**src/rtl/core/pll_latch_word_builder_macros.svh**
```systemverilog
// assertion macros shared by the latch word builder rtl
// no dependencies; taken in by `include in the files that assert
`ifndef PLL_LATCH_WORD_BUILDER_MACROS_SVH
`define PLL_LATCH_WORD_BUILDER_MACROS_SVH

// condition holds at every edge out of reset
`define PLWB_ASSERT_ALWAYS(label, clk, rst, cond, msg) \
   label: assert property (@(posedge clk) disable iff (rst) (cond)) else $error(msg);

// consequent holds in the same cycle as the antecedent
`define PLWB_ASSERT_IMPLY(label, clk, rst, ante, cons, msg) \
   label: assert property (@(posedge clk) disable iff (rst) (ante) |-> (cons)) else $error(msg);

// consequent holds in the cycle after the antecedent
`define PLWB_ASSERT_NEXT(label, clk, rst, ante, cons, msg) \
   label: assert property (@(posedge clk) disable iff (rst) (ante) |=> (cons)) else $error(msg);

`endif

```
**src/rtl/core/plwb_pkg.sv**
```systemverilog
// types and constants of the latch word builder
// no dependencies; used by every module of the block
package plwb_pkg;

   // field widths
   localparam int FREQ_W    = 32;
   localparam int WORD_W    = 24;
   localparam int DIV_W     = 20;
   localparam int DVD_W     = 34;
   localparam int STEPS_W   = 24;
   localparam int R_W       = 14;
   localparam int B_W       = 13;
   localparam int A_W       = 5;
   localparam int CSR_ADDR_W = 5;
   localparam int CSR_DATA_W = 32;
   localparam int CNT_W     = 5;

   // tuning arithmetic: target is the offset frequency over 500, taken as
   // a quarter of it over 125 by a reciprocal multiply
   localparam int SCALE_W     = 31;
   localparam int RECIP_W     = 29;
   localparam int PROD_W      = SCALE_W + RECIP_W;
   localparam int RECIP_SHIFT = 35;
   localparam logic [FREQ_W:0]    TUNE_OFFSET = 33'd739000000;
   localparam logic [RECIP_W-1:0] RECIP_125   = 29'd274877907;
   localparam logic [CNT_W-1:0]   DIV2_PAIRS  = 5'd12;

   // counter limits
   localparam logic [R_W-1:0] R_MAX = 14'd16383;
   localparam logic [R_W-1:0] R_MIN = 14'd1;
   localparam logic [B_W-1:0] B_MAX = 13'd8191;
   localparam logic [B_W-1:0] B_MIN = 13'd3;
   localparam logic [A_W-1:0] A_MAX = 5'd31;
   localparam logic [A_W-1:0] A_MIN = 5'd2;

   // control bits at the foot of each word
   localparam logic [1:0] BITS_R    = 2'b01;
   localparam logic [1:0] BITS_CTRL = 2'b00;
   localparam logic [1:0] BITS_N    = 2'b10;

   // register reset values
   localparam logic [19:0] STEP_RESET = 20'd10;
   localparam logic [15:0] REFD_RESET = 16'd1000;
   localparam logic [1:0]  PSEL_RESET = 2'd2;
   localparam logic [5:0]  ROPT_RESET = 6'd48;
   localparam logic [21:0] COPT_RESET = 22'd1032488;
   localparam logic [2:0]  NOPT_RESET = 3'd0;

   typedef enum logic [2:0] {
      REG_STEP = 3'd0,
      REG_REFD = 3'd1,
      REG_PSEL = 3'd2,
      REG_ROPT = 3'd3,
      REG_COPT = 3'd4,
      REG_NOPT = 3'd5
   } plwb_reg_type;

   typedef enum logic [1:0] {
      KIND_R    = 2'd0,
      KIND_CTRL = 2'd1,
      KIND_N    = 2'd2
   } plwb_kind_type;

   typedef struct packed {
      logic [19:0] step_size;
      logic [15:0] ref_divide;
      logic [1:0]  prescaler_sel;
      logic [5:0]  r_latch_options;
      logic [21:0] control_latch_options;
      logic [2:0]  n_latch_options;
   } plwb_cfg_type;

   typedef struct packed {
      logic              valid;
      logic [FREQ_W-1:0] freq;
   } plwb_item_type;

endpackage

```
**src/rtl/core/plwb_csr.sv**
```systemverilog
// configuration register bank with apb-style write and read
// depends on plwb_pkg
module plwb_csr (
   input  logic                                clock,
   input  logic                                reset,
   input  logic                                csr_psel,
   input  logic                                csr_penable,
   input  logic                                csr_pwrite,
   input  logic [plwb_pkg::CSR_ADDR_W-1:0]     csr_paddr,
   input  logic [plwb_pkg::CSR_DATA_W-1:0]     csr_pwdata,
   output logic [plwb_pkg::CSR_DATA_W-1:0]     csr_prdata,
   output logic                                csr_pready,
   output plwb_pkg::plwb_cfg_type              cfg
);

   plwb_pkg::plwb_cfg_type cfg_ff, cfg_in;
   logic [2:0] reg_idx;
   logic       wr_en;

   assign csr_pready = 1'b1;
   assign reg_idx    = csr_paddr[4:2];
   assign wr_en      = csr_psel && csr_penable && csr_pwrite && csr_pready;
   assign cfg        = cfg_ff;

   // register write decode
   always_comb begin
      cfg_in = cfg_ff;
      if (wr_en) begin
         unique case (reg_idx)
            plwb_pkg::REG_STEP: cfg_in.step_size             = csr_pwdata[19:0];
            plwb_pkg::REG_REFD: cfg_in.ref_divide            = csr_pwdata[15:0];
            plwb_pkg::REG_PSEL: cfg_in.prescaler_sel         = csr_pwdata[1:0];
            plwb_pkg::REG_ROPT: cfg_in.r_latch_options       = csr_pwdata[5:0];
            plwb_pkg::REG_COPT: cfg_in.control_latch_options = csr_pwdata[21:0];
            plwb_pkg::REG_NOPT: cfg_in.n_latch_options       = csr_pwdata[2:0];
            default:            cfg_in = cfg_ff;
         endcase
      end
   end

   // readback mux
   always_comb begin
      unique case (reg_idx)
         plwb_pkg::REG_STEP: csr_prdata = 32'(cfg_ff.step_size);
         plwb_pkg::REG_REFD: csr_prdata = 32'(cfg_ff.ref_divide);
         plwb_pkg::REG_PSEL: csr_prdata = 32'(cfg_ff.prescaler_sel);
         plwb_pkg::REG_ROPT: csr_prdata = 32'(cfg_ff.r_latch_options);
         plwb_pkg::REG_COPT: csr_prdata = 32'(cfg_ff.control_latch_options);
         plwb_pkg::REG_NOPT: csr_prdata = 32'(cfg_ff.n_latch_options);
         default:            csr_prdata = '0;
      endcase
   end

   always_ff @(posedge clock) begin
      if (reset) begin
         cfg_ff.step_size             <= plwb_pkg::STEP_RESET;
         cfg_ff.ref_divide            <= plwb_pkg::REFD_RESET;
         cfg_ff.prescaler_sel         <= plwb_pkg::PSEL_RESET;
         cfg_ff.r_latch_options       <= plwb_pkg::ROPT_RESET;
         cfg_ff.control_latch_options <= plwb_pkg::COPT_RESET;
         cfg_ff.n_latch_options       <= plwb_pkg::NOPT_RESET;
      end else begin
         cfg_ff <= cfg_in;
      end
   end

endmodule

```
**src/rtl/core/plwb_front.sv**
```systemverilog
// front end: takes requests and drops a repeat of the last frequency
// depends on plwb_pkg
module plwb_front (
   input  logic                            clock,
   input  logic                            reset,
   input  logic                            req_tvalid,
   output logic                            req_tready,
   input  logic [plwb_pkg::FREQ_W-1:0]     req_tdata,
   input  logic                            queue_full,
   output plwb_pkg::plwb_item_type         push
);

   logic [plwb_pkg::FREQ_W-1:0] last_freq_ff, last_freq_in;
   logic                        req_xfer;
   logic                        is_new;

   assign req_tready = !queue_full;
   assign req_xfer   = req_tvalid && req_tready;
   assign is_new     = req_tdata != last_freq_ff;

   // only a changed frequency goes on to the queue
   always_comb begin
      push.valid   = req_xfer && is_new;
      push.freq    = req_tdata;
      last_freq_in = req_xfer ? req_tdata : last_freq_ff;
   end

   always_ff @(posedge clock) begin
      if (reset) begin
         last_freq_ff <= '0;
      end else begin
         last_freq_ff <= last_freq_in;
      end
   end

endmodule

```
**src/rtl/core/plwb_queue.sv**
```systemverilog
// short queue of frequencies between front end and word engine
// depends on plwb_pkg and the assertion macro header
`include "pll_latch_word_builder_macros.svh"
module plwb_queue #(
   parameter int DEPTH = 2
) (
   input  logic                     clock,
   input  logic                     reset,
   input  plwb_pkg::plwb_item_type  push,
   output logic                     full,
   input  logic                     pop_ready,
   output plwb_pkg::plwb_item_type  pop
);

   localparam int PTR_W = $clog2(DEPTH);
   localparam int CNT_W = $clog2(DEPTH + 1);

   logic [plwb_pkg::FREQ_W-1:0] entry_ff [DEPTH];
   logic [PTR_W-1:0] wr_ptr_ff, wr_ptr_in;
   logic [PTR_W-1:0] rd_ptr_ff, rd_ptr_in;
   logic [CNT_W-1:0] count_ff, count_in;
   logic do_push, do_pop;

   assign full      = count_ff == CNT_W'(DEPTH);
   assign pop.valid = count_ff != '0;
   assign pop.freq  = entry_ff[rd_ptr_ff];
   assign do_push   = push.valid && !full;
   assign do_pop    = pop_ready && pop.valid;

   // pointer and fill count update
   always_comb begin
      wr_ptr_in = wr_ptr_ff;
      rd_ptr_in = rd_ptr_ff;
      count_in  = count_ff;
      if (do_push) begin
         wr_ptr_in = (wr_ptr_ff == PTR_W'(DEPTH - 1)) ? '0 : wr_ptr_ff + 1'b1;
      end
      if (do_pop) begin
         rd_ptr_in = (rd_ptr_ff == PTR_W'(DEPTH - 1)) ? '0 : rd_ptr_ff + 1'b1;
      end
      if (do_push && !do_pop) begin
         count_in = count_ff + 1'b1;
      end else if (do_pop && !do_push) begin
         count_in = count_ff - 1'b1;
      end
   end

   always_ff @(posedge clock) begin
      if (reset) begin
         wr_ptr_ff <= '0;
         rd_ptr_ff <= '0;
         count_ff  <= '0;
      end else begin
         wr_ptr_ff <= wr_ptr_in;
         rd_ptr_ff <= rd_ptr_in;
         count_ff  <= count_in;
      end
   end

   // entry storage
   always_ff @(posedge clock) begin
      if (do_push) begin
         entry_ff[wr_ptr_ff] <= push.freq;
      end
   end

   `PLWB_ASSERT_ALWAYS(a_count_bound, clock, reset, count_ff <= CNT_W'(DEPTH), "queue overfilled")
   `PLWB_ASSERT_IMPLY(a_no_push_full, clock, reset, push.valid, !full, "push into full queue")

endmodule

```
**src/rtl/core/plwb_back.sv**
```systemverilog
// word engine: reciprocal multiply for the target, radix-4 divider for the
// step count, clamping and word output; depends on plwb_pkg and the macro header
`include "pll_latch_word_builder_macros.svh"
module plwb_back (
   input  logic                           clock,
   input  logic                           reset,
   input  plwb_pkg::plwb_item_type        pop,
   output logic                           pop_ready,
   input  plwb_pkg::plwb_cfg_type         cfg,
   output logic                           rsp_tvalid,
   input  logic                           rsp_tready,
   output logic [plwb_pkg::WORD_W-1:0]    rsp_tdata,
   output logic                           rsp_tlast,
   output logic [1:0]                     rsp_tuser
);

   typedef enum logic [3:0] {
      ST_IDLE  = 4'b0001,
      ST_SCALE = 4'b0010,
      ST_DIV2  = 4'b0100,
      ST_EMIT  = 4'b1000
   } state_type;

   localparam int DVD_W   = plwb_pkg::DVD_W;
   localparam int DIV_W   = plwb_pkg::DIV_W;
   localparam int STEPS_W = plwb_pkg::STEPS_W;

   state_type                      state_ff, state_in;
   logic [plwb_pkg::CNT_W-1:0]     cnt_ff, cnt_in;
   logic [DVD_W-1:0]               dvd_ff, dvd_in;
   logic [DIV_W-1:0]               rem_ff, rem_in;
   logic [DIV_W-1:0]               div_ff, div_in;
   plwb_pkg::plwb_kind_type        kind_ff, kind_in;
   logic                           out_valid_ff, out_valid_in;
   logic [plwb_pkg::WORD_W-1:0]    out_word_ff, out_word_in;
   plwb_pkg::plwb_kind_type        out_kind_ff, out_kind_in;
   logic                           out_last_ff, out_last_in;

   logic [DVD_W-1:0]               step_dvd;
   logic [DIV_W-1:0]               step_rem;
   logic [DIV_W:0]                 trial;
   logic [plwb_pkg::FREQ_W:0]      tune_sum;
   logic [plwb_pkg::PROD_W-1:0]    scale_prod;
   logic [STEPS_W-1:0]             target;
   logic [STEPS_W-1:0]             steps;
   logic [STEPS_W-1:0]             b_raw;
   logic [6:0]                     a_mask;
   logic [5:0]                     a_raw;
   logic [plwb_pkg::B_W-1:0]       b_val;
   logic [plwb_pkg::A_W-1:0]       a_val;
   logic [plwb_pkg::R_W-1:0]       r_val;
   logic [plwb_pkg::WORD_W-1:0]    word;
   logic                           out_free;

   assign pop_ready  = state_ff == ST_IDLE;
   assign rsp_tvalid = out_valid_ff;
   assign rsp_tdata  = out_word_ff;
   assign rsp_tlast  = out_last_ff;
   assign rsp_tuser  = out_kind_ff;
   assign out_free   = !out_valid_ff || rsp_tready;
   assign tune_sum   = {1'b0, pop.freq} + plwb_pkg::TUNE_OFFSET;

   // target: quarter of the offset frequency times the reciprocal of 125,
   // a 31 by 29 bit product
   assign scale_prod = {{plwb_pkg::RECIP_W{1'b0}}, dvd_ff[plwb_pkg::SCALE_W-1:0]}
                     * {{plwb_pkg::SCALE_W{1'b0}}, plwb_pkg::RECIP_125};
   assign target     = scale_prod[plwb_pkg::RECIP_SHIFT +: STEPS_W];

   // two restoring divide steps per cycle
   always_comb begin
      step_dvd = dvd_ff;
      step_rem = rem_ff;
      trial    = '0;
      for (int i = 0; i < 2; i++) begin
         trial = {step_rem, step_dvd[DVD_W-1]};
         if (trial >= {1'b0, div_ff}) begin
            step_rem = DIV_W'(trial - {1'b0, div_ff});
            step_dvd = {step_dvd[DVD_W-2:0], 1'b1};
         end else begin
            step_rem = trial[DIV_W-1:0];
            step_dvd = {step_dvd[DVD_W-2:0], 1'b0};
         end
      end
   end

   // counter clamping from the step count
   always_comb begin
      steps  = dvd_ff[STEPS_W-1:0];
      b_raw  = (steps >> 3) >> cfg.prescaler_sel;
      a_mask = (7'd8 << cfg.prescaler_sel) - 7'd1;
      a_raw  = steps[5:0] & a_mask[5:0];
      if (b_raw < STEPS_W'(plwb_pkg::B_MIN)) begin
         b_val = plwb_pkg::B_MIN;
      end else if (b_raw > STEPS_W'(plwb_pkg::B_MAX)) begin
         b_val = plwb_pkg::B_MAX;
      end else begin
         b_val = b_raw[plwb_pkg::B_W-1:0];
      end
      if (a_raw < 6'(plwb_pkg::A_MIN)) begin
         a_val = plwb_pkg::A_MIN;
      end else if (a_raw > 6'(plwb_pkg::A_MAX)) begin
         a_val = plwb_pkg::A_MAX;
      end else begin
         a_val = a_raw[plwb_pkg::A_W-1:0];
      end
      if (cfg.ref_divide < 16'(plwb_pkg::R_MIN)) begin
         r_val = plwb_pkg::R_MIN;
      end else if (cfg.ref_divide > 16'(plwb_pkg::R_MAX)) begin
         r_val = plwb_pkg::R_MAX;
      end else begin
         r_val = cfg.ref_divide[plwb_pkg::R_W-1:0];
      end
   end

   // latch word assembly
   always_comb begin
      unique case (kind_ff)
         plwb_pkg::KIND_R: begin
            word = {2'b00, cfg.r_latch_options, r_val, plwb_pkg::BITS_R};
         end
         plwb_pkg::KIND_CTRL: begin
            word = {cfg.prescaler_sel, cfg.control_latch_options[21:2],
                    plwb_pkg::BITS_CTRL};
         end
         plwb_pkg::KIND_N: begin
            word = {cfg.n_latch_options, b_val, 1'b0, a_val, plwb_pkg::BITS_N};
         end
         default: word = '0;
      endcase
   end

   // sequencer and output register
   always_comb begin
      state_in     = state_ff;
      cnt_in       = cnt_ff;
      dvd_in       = dvd_ff;
      rem_in       = rem_ff;
      div_in       = div_ff;
      kind_in      = kind_ff;
      out_valid_in = out_valid_ff && !rsp_tready;
      out_word_in  = out_word_ff;
      out_kind_in  = out_kind_ff;
      out_last_in  = out_last_ff;
      unique case (state_ff)
         ST_IDLE: begin
            if (pop.valid) begin
               dvd_in   = DVD_W'(tune_sum[plwb_pkg::FREQ_W:2]);
               state_in = ST_SCALE;
            end
         end
         ST_SCALE: begin
            dvd_in   = {target, {(DVD_W - STEPS_W){1'b0}}};
            rem_in   = '0;
            div_in   = (cfg.step_size == '0) ? DIV_W'(1) : cfg.step_size;
            cnt_in   = plwb_pkg::DIV2_PAIRS;
            state_in = ST_DIV2;
         end
         ST_DIV2: begin
            dvd_in = step_dvd;
            rem_in = step_rem;
            cnt_in = cnt_ff - 1'b1;
            if (cnt_ff == plwb_pkg::CNT_W'(1)) begin
               kind_in  = plwb_pkg::KIND_R;
               state_in = ST_EMIT;
            end
         end
         ST_EMIT: begin
            if (out_free) begin
               out_valid_in = 1'b1;
               out_word_in  = word;
               out_kind_in  = kind_ff;
               out_last_in  = kind_ff == plwb_pkg::KIND_N;
               unique case (kind_ff)
                  plwb_pkg::KIND_R:    kind_in = plwb_pkg::KIND_CTRL;
                  plwb_pkg::KIND_CTRL: kind_in = plwb_pkg::KIND_N;
                  default:             state_in = ST_IDLE;
               endcase
            end
         end
         default: state_in = ST_IDLE;
      endcase
   end

   always_ff @(posedge clock) begin
      if (reset) begin
         state_ff     <= ST_IDLE;
         out_valid_ff <= 1'b0;
         kind_ff      <= plwb_pkg::KIND_R;
         cnt_ff       <= '0;
      end else begin
         state_ff     <= state_in;
         out_valid_ff <= out_valid_in;
         kind_ff      <= kind_in;
         cnt_ff       <= cnt_in;
      end
   end

   always_ff @(posedge clock) begin
      dvd_ff      <= dvd_in;
      rem_ff      <= rem_in;
      div_ff      <= div_in;
      out_word_ff <= out_word_in;
      out_kind_ff <= out_kind_in;
      out_last_ff <= out_last_in;
   end

   `PLWB_ASSERT_IMPLY(a_rem_below_div, clock, reset, state_ff == ST_DIV2,
                      rem_ff < div_ff, "divider remainder not below divisor")
   `PLWB_ASSERT_NEXT(a_pop_starts, clock, reset, pop_ready && pop.valid,
                     state_ff == ST_SCALE, "popped item did not start the engine")

endmodule

```
**src/rtl/core/pll_latch_word_builder.sv**
```systemverilog
// top level of the latch word builder for a dual-modulus integer-n synthesiser
// depends on plwb_pkg, plwb_csr, plwb_front, plwb_queue and plwb_back
//
// channel  | direction | transfer content
// req_     | in        | tdata[31:0] requested frequency
// rsp_     | out       | tdata[23:0] latch word, tuser[1:0] word kind, tlast on n word
// csr_     | in/out    | apb-style access to six registers at byte address 4*i
//
// a request is taken while the queue has room; a repeat of the last frequency ends there
// in the word engine a new frequency passes a load state, the reciprocal
// multiply for the target and the divider for the step count, then emits
// one latch word per cycle while the output register is free
// the queue takes further requests while the engine works or the output stalls
// reset is synchronous and active high; it restores register defaults and
// clears the last frequency to zero
module pll_latch_word_builder #(
   parameter int QUEUE_DEPTH = 2
) (
   input  logic                                clock,
   input  logic                                reset,
   input  logic                                req_tvalid,
   output logic                                req_tready,
   input  logic [plwb_pkg::FREQ_W-1:0]         req_tdata,   // [31:0] req_freq
   output logic                                rsp_tvalid,
   input  logic                                rsp_tready,
   output logic [plwb_pkg::WORD_W-1:0]         rsp_tdata,   // [23:0] latch_word
   output logic                                rsp_tlast,
   output logic [1:0]                          rsp_tuser,   // [1:0] latch_kind
   input  logic                                csr_psel,
   input  logic                                csr_penable,
   input  logic                                csr_pwrite,
   input  logic [plwb_pkg::CSR_ADDR_W-1:0]     csr_paddr,
   input  logic [plwb_pkg::CSR_DATA_W-1:0]     csr_pwdata,
   output logic [plwb_pkg::CSR_DATA_W-1:0]     csr_prdata,
   output logic                                csr_pready
);

   plwb_pkg::plwb_cfg_type  cfg;
   plwb_pkg::plwb_item_type push;
   plwb_pkg::plwb_item_type pop;
   logic                    queue_full;
   logic                    pop_ready;

   // configuration registers
   plwb_csr u_csr (
      .clock       (clock),
      .reset       (reset),
      .csr_psel    (csr_psel),
      .csr_penable (csr_penable),
      .csr_pwrite  (csr_pwrite),
      .csr_paddr   (csr_paddr),
      .csr_pwdata  (csr_pwdata),
      .csr_prdata  (csr_prdata),
      .csr_pready  (csr_pready),
      .cfg         (cfg)
   );

   // request intake and repeat filter
   plwb_front u_front (
      .clock      (clock),
      .reset      (reset),
      .req_tvalid (req_tvalid),
      .req_tready (req_tready),
      .req_tdata  (req_tdata),
      .queue_full (queue_full),
      .push       (push)
   );

   // decoupling queue
   plwb_queue #(
      .DEPTH (QUEUE_DEPTH)
   ) u_queue (
      .clock     (clock),
      .reset     (reset),
      .push      (push),
      .full      (queue_full),
      .pop_ready (pop_ready),
      .pop       (pop)
   );

   // divider and word output
   plwb_back u_back (
      .clock      (clock),
      .reset      (reset),
      .pop        (pop),
      .pop_ready  (pop_ready),
      .cfg        (cfg),
      .rsp_tvalid (rsp_tvalid),
      .rsp_tready (rsp_tready),
      .rsp_tdata  (rsp_tdata),
      .rsp_tlast  (rsp_tlast),
      .rsp_tuser  (rsp_tuser)
   );

endmodule

```
**config.mk**
```make
export PLATFORM = sky130hd
export DESIGN_NAME = pll_latch_word_builder
export DESIGN_NICKNAME = d
export VERILOG_FILES = /design/src/rtl/core/plwb_pkg.sv /design/src/rtl/core/plwb_csr.sv /design/src/rtl/core/plwb_front.sv /design/src/rtl/core/plwb_queue.sv /design/src/rtl/core/plwb_back.sv /design/src/rtl/core/pll_latch_word_builder.sv
export VERILOG_INCLUDE_DIRS = /design/src /design/src/rtl/core
export SDC_FILE = /design/constraint.sdc
export NUM_CORES = 2
export LEC_CHECK = 0
export ABC_AREA = 1
export BUFFER_PORTS_ARGS = -buffer_cell sky130_fd_sc_hd__buf_2
export CORE_MARGIN = 2
export CORE_UTILIZATION = 30
export DETAILED_ROUTE_END_ITERATION = 12
export RECOVER_POWER = 100
export SYNTH_ARGS = -nofsm -noshare
export SYNTH_HDL_FRONTEND = slang
export SYNTH_HIERARCHICAL = 1
export SYNTH_SLANG_ARGS = --single-unit
```
**constraint.sdc**
```tcl
create_clock -name clock -period 9.2 [get_ports clock]
set_input_delay 0.46 -clock clock [delete_from_list [all_inputs] [get_ports clock]]
set_output_delay 0.46 -clock clock [all_outputs]
set_load 0.005 [all_outputs]
```
## Word level (Yosys, flattened, before mapping)

Memories as Yosys holds them, arrays and structs flattened. A register that Yosys moved wholly into a read port is not among the register bits.
Cells that the tools add are included.

- Register bits: 218
- Memory bits (writable): 64
- Bits of input ports: 76
- Output and inout port bits: 62
- Logic and storage cells: 130
- Memories kept: 1

Memory list:

| name | words | width | rd ports | clocked after Yosys merged registers in | write ports | line | source |
|---|---|---|---|---|---|---|---|
| u_queue.entry_ff | 2 | 32 | 1 | 1 | 1 | plwb_queue.sv:18 | `logic [plwb_pkg::FREQ_W-1:0] entry_ff [DEPTH];` |

- $add $sub $neg: 9
- Multipliers: 1
- Magnitude comparators: 8
- Eq/ne operators: 19
- Shift-type cells: 2
- Mux-type cells: 35
- Bitwise gates (word level): 1
- Reductions and logical operators: 34

Operator list:

| cell | count |
|---|---|
| $pmux 22 s6 | 1 |
| $pmux 34 s3 | 1 |
| $pmux 24 s3 | 1 |
| $mul 31x29->59 const B | 1 |
| $ge 21x20->1 | 2 |
| $mux 20 | 2 |
| $pmux 20 s2 | 1 |
| $sub 20x20->20 | 2 |
| $mux 34 | 1 |
| $add 32x30->33 const B | 1 |
| $ne 32x32->1 | 1 |
| $mux 14 | 2 |
| $mux 13 | 2 |
| $gt 24x13->1 const B | 1 |
| $lt 24x2->1 const B | 1 |
| $shr 21x2->24 | 1 |
| $logic_not 20->1 | 1 |
| $gt 16x14->1 const B | 1 |
| $lt 16x1->1 const B | 1 |
| $mux 4 | 4 |
| $pmux 4 s4 | 1 |
| $reduce_and 2->1 | 8 |
| $mux 1 | 10 |
| $mux 5 | 2 |
| other kinds (34) | 60 |

## Depth between registers and ports, before layout

- Word-level depth: 9
- Gate-level depth with buffers: 31
- Mapped depth without buffers: 29

## Modules after synthesis

The synthesis kept the hierarchy.

Modules (own cells, without submodules):

| module | instances | cells an instance | area each (um2) | seq. area each (um2) |
|---|---|---|---|---|
| plwb_back | 1 | 3135 | 24350.9 | 3243.1 |
| plwb_csr | 1 | 538 | 3517.1 | 1381.3 |
| plwb_queue | 1 | 137 | 2710.1 | 2021.9 |
| plwb_front | 1 | 323 | 1981.9 | 640.6 |

## Worst setup path before layout

No wires, ideal clock.

- Kind: flip-flop to flip-flop
- From: reg u_back.dvd_ff[22]
- To: reg u_back.dvd_ff[17], data pin
- Setup time: 0.259 ns
- Data arrival time: 5.872 ns
- Required time: 8.941 ns
- Setup slack: 3.068 ns
- Cell stages (with the launch flop): 27
- Buffers on the path: 0
- Clock period less this slack: 6.132 ns
- Cell sequence: edfxtp_1 > ha_1 > fa_1 > fa_1 > inv_1 > fa_1 > inv_1 > fa_1 > inv_1 > fa_1 > inv_1 > fa_1 > inv_1 > fa_1 > inv_1 > ha_1 > nand2_1 > nor2_1 > inv_1 > nor2_1 > inv_1 > nor3_1 > nand3_1 > nand3_1 > nand2_1 > nand3_1 > nand3_1

- Word-level cells in the longest chain between the ends: 2

RTL lines:

| element | line | source |
|---|---|---|
| start, declared | plwb_back.sv:30 | `logic [DVD_W-1:0] dvd_ff, dvd_in;` |
| start signal, assigned | plwb_back.sv:199 | `dvd_ff <= dvd_in;` |
| $mul 31x29->59 | plwb_back.sv:66 | `* {{plwb_pkg::SCALE_W{1'b0}}, plwb_pkg::RECIP_125};` |
| $pmux 34 s3 | plwb_back.sv:144 | `unique case (state_ff)` |
| named net u_back.dvd_in[17] | plwb_back.sv:30 |  |

The timed path passes the listed nets, and every way through them passes these cells.
A chain may end at the register's enable or synchronous reset.

## Worst setup path in the final report

- From: reg u_back.state_ff[3]
- To: reg u_back.dvd_ff[30], enable pin

- Word-level cells in the longest chain between the ends: 3
- Elaborated cells on any way between the ends: 6
- Classes of those cells: eq/ne (4); reduce/logical (2)

RTL lines:

| element | line | source |
|---|---|---|
| start, declared | plwb_back.sv:28 | `state_type state_ff, state_in;` |
| start signal, assigned | plwb_back.sv:191 | `state_ff <= state_in;` |
| $eq 4x1->1 (tied with other cells) | plwb_back.sv:144 |  |
| $ne 2x2->1 (no source line) or $reduce_bool 3->1 (tied branches) | -- |  |
| $reduce_and 2->1 (no source line) (*) | -- |  |

Mark *: on every way between the ends. The rest lies on a longest branch, timed or not.

==> results.tsv <==
stage	metric	value	unit
drt	post-DR wirelength/cell	17.3	µm
global_route	initial antenna violation count	0	
timing	Worst Tran Pin Value	3.26	ns
critical_path	R2R Path Start	u_back/state_ff[3]	
synth	Post-Syn Area per Cell	7.85	µm²
timing	normalized max-slew margin	-117	%
final_layout	fraction of layout cells with a size suffix above 1	4.24	%
synth	Cell Area, Synth	32400	µm²
drt	drt pass-1 iters	6	
timing	Final Max Slew Viols	541	
timing	Fin. Hold Viols	0	
clocking	clock tree buffer depth	3	
run	total of max-cap violations	14	
critical_path	CP endpoint kind	register	
clocking	post_cts resized	0	
timing	minimum clock period	7.64	ns
outcome	failing checks	max-capacitance violations, max-slew violations	
synth	Synthesis Warnings	6	
outcome	status	finished with violations	
hold_path	hold endpoint	u_csr/cfg[21]	
floorplanning	Die H	333	µm
drt	initial DRC count	2130	
global_route	grt met2 use	28.8	%
timing	Tcrit/Tclk final	83.1	%
timing	RSZ-0062 raised after global routing	no	
clocking	hold bufs inserted after CTS	0	
placement	global placer's final weighted congestion	0.954	
clocking	Clock transition at path regs	0.06	ns
global_route	largest net degree at the start of global routing	70	
global_route	Most Crowded Layer GR	met2	
hold_path	hold_sp	csr_pwdata[18]	
timing	final setup violation count	0	
critical_path	CP max FO	48	
clocking	Sink Count	278	
clocking	CTS tree	built	
floorplanning	core area	107000	µm²
final_layout	P&R area growth vs syn	7.84	%
clocking	root buffer cell	clkbuf_16	
drt	DR vias/cell	4.77	
floorplanning	row count	120	
drt	via count	26680	
hold_path	Worst Hold Class	input port to register	
global_route	vias in the first global route	26415	
final_layout	final layout net count	4959	
global_route	M1 GR Usage	24.5	%
global_route	GRT overflow	0	
floorplanning	DIE WIDTH	333	µm
critical_path	RR Endpoint	u_back/dvd_ff[30]	
critical_path	startpoint types	register	
placement	port bufs	114	
synth	Synth Instances	4125	
global_route	GRT Util Overall	17.4	%
clocking	worst-skew pair later-pin latency	0.61	ns
final_layout	# diodes	0	
critical_path	crit path DAT	7.80	ns
clocking	Num CTS Buffers	31	
placement	DP Wirelength	80000	µm
critical_path	R2R setup slack	1.56	ns
global_route	first-pass GRT wire length	151000	µm
floorplanning	I/O Pins	138	
drt	number of routed nets with antenna violations	0	
drt	drc violations	0	
clocking	H-tree level count	1	
hold_path	Cells on Worst Hold Path	3	
clocking	setup bufs post-CTS	0	
timing	Max Clk Rate	131	MHz
timing	setup_tns	0	ns
floorplanning	Initial Util	30.3	%
critical_path	FF-to-FF path depth	11	
timing	Clock Skew	0.0283	ns
critical_path	CP required	9.35	ns
drt	WL final	96700	µm
floorplanning	die area	111000	µm²
critical_path	WS Path Type	register to register	
global_route	met3 global-route usage	1.42	%
-- final cells by class --
| class | count | area (µm²) |
|---|---|---|
| sequential | 278 | 7170 |
| fill | 11444 | 72100 |
| tap | 1403 | 1760 |
| timing repair buffer | 140 | 638 |
| inverter | 898 | 3370 |
| clock buffer | 39 | 848 |
| clock inverter | 19 | 180 |
| multi-input combinational | 2822 | 21000 |
-- worst max-delay path, stage by stage, from the launching register on --
cell,delay [ns]
dfxtp_1,0.32
nor2_1,0.13
inv_1,0.05
nor3_1,0.14
clkbuf_1,2.19
nor2_2,-0.09
clkbuf_1,0.71
clkinv_1,0.15
clkbuf_1,1.33
o21ai_0,0.27
inv_1,0.11
clkbuf_1,1.80
-- registers in the layout, indices dropped and copies added, names as in the netlist, named ones only --
name	cells
u_back/cnt_ff	5
u_back/div_ff	20
u_back/dvd_ff	34
u_back/kind_ff	2
u_back/rem_ff	20
u_back/rsp_tdata	23
u_back/rsp_tlast	1
u_back/rsp_tuser	2
u_back/rsp_tvalid	1
u_back/state_ff	4
u_csr/cfg	69
u_front/last_freq_ff	32
u_queue/count_ff	2
u_queue/entry_ff	60
u_queue/rd_ptr_ff	1
u_queue/wr_ptr_ff	1
-- cells in the final DEF (no fill, tap or decap), types with 44 or more instances in the layout --
cell type  instances
inv_1            886
ha_1             423
clkbuf_1          86
nand3_1          239
a21oi_1          160
nand2_1          851
buf_2             44
fa_1             289
nand4_1           50
dfxtp_1          117
o21ai_0          169
nor2_1           380
edfxtp_1         160
-- routing by layer --
layer | vias up | share of wire (%)
li1 | 13057 | -
met1 | 12787 | 46
met2 | 718 | 46
met3 | 118 | 5.8
met4 | 0 | 2.5
met5 | - | 0
-- worst max path at each step --
stage / startpoint / end / slack (ns)
2_1_floorplan: u_back/dvd_ff[22] / u_back/dvd_ff[17] / 3.07
3_3_place_gp: u_back/dvd_ff[22] / u_back/dvd_ff[32] / 1.75
3_5_place_dp: u_back/dvd_ff[22] / u_back/dvd_ff[32] / 1.76
4_1_cts: u_back/dvd_ff[22] / u_back/dvd_ff[32] / 1.74
5_1_grt: u_back/state_ff[3] / u_back/dvd_ff[30] / 1.10
6_report: u_back/state_ff[3] / u_back/dvd_ff[30] / 1.56
-- per-stage QoR --
stage,utilization (%),instances,setup slack [ns],instance area [µm²],hold WS (ns)
6_report,32.6,5599,1.56,34900,0.0899
2_1_floorplan,-,4134,3.07,32400,0.446
5_1_grt,32.6,5599,1.10,34900,0.0838
3_5_place_dp,31.9,5541,1.76,34100,0.461
4_1_cts,32.8,5599,1.74,35100,0.0582
3_3_place_gp,31.9,5541,1.75,34100,0.456
Power is not shown: default switching activity piles up to over one toggle a cycle in this logic, so the estimate is an artifact.
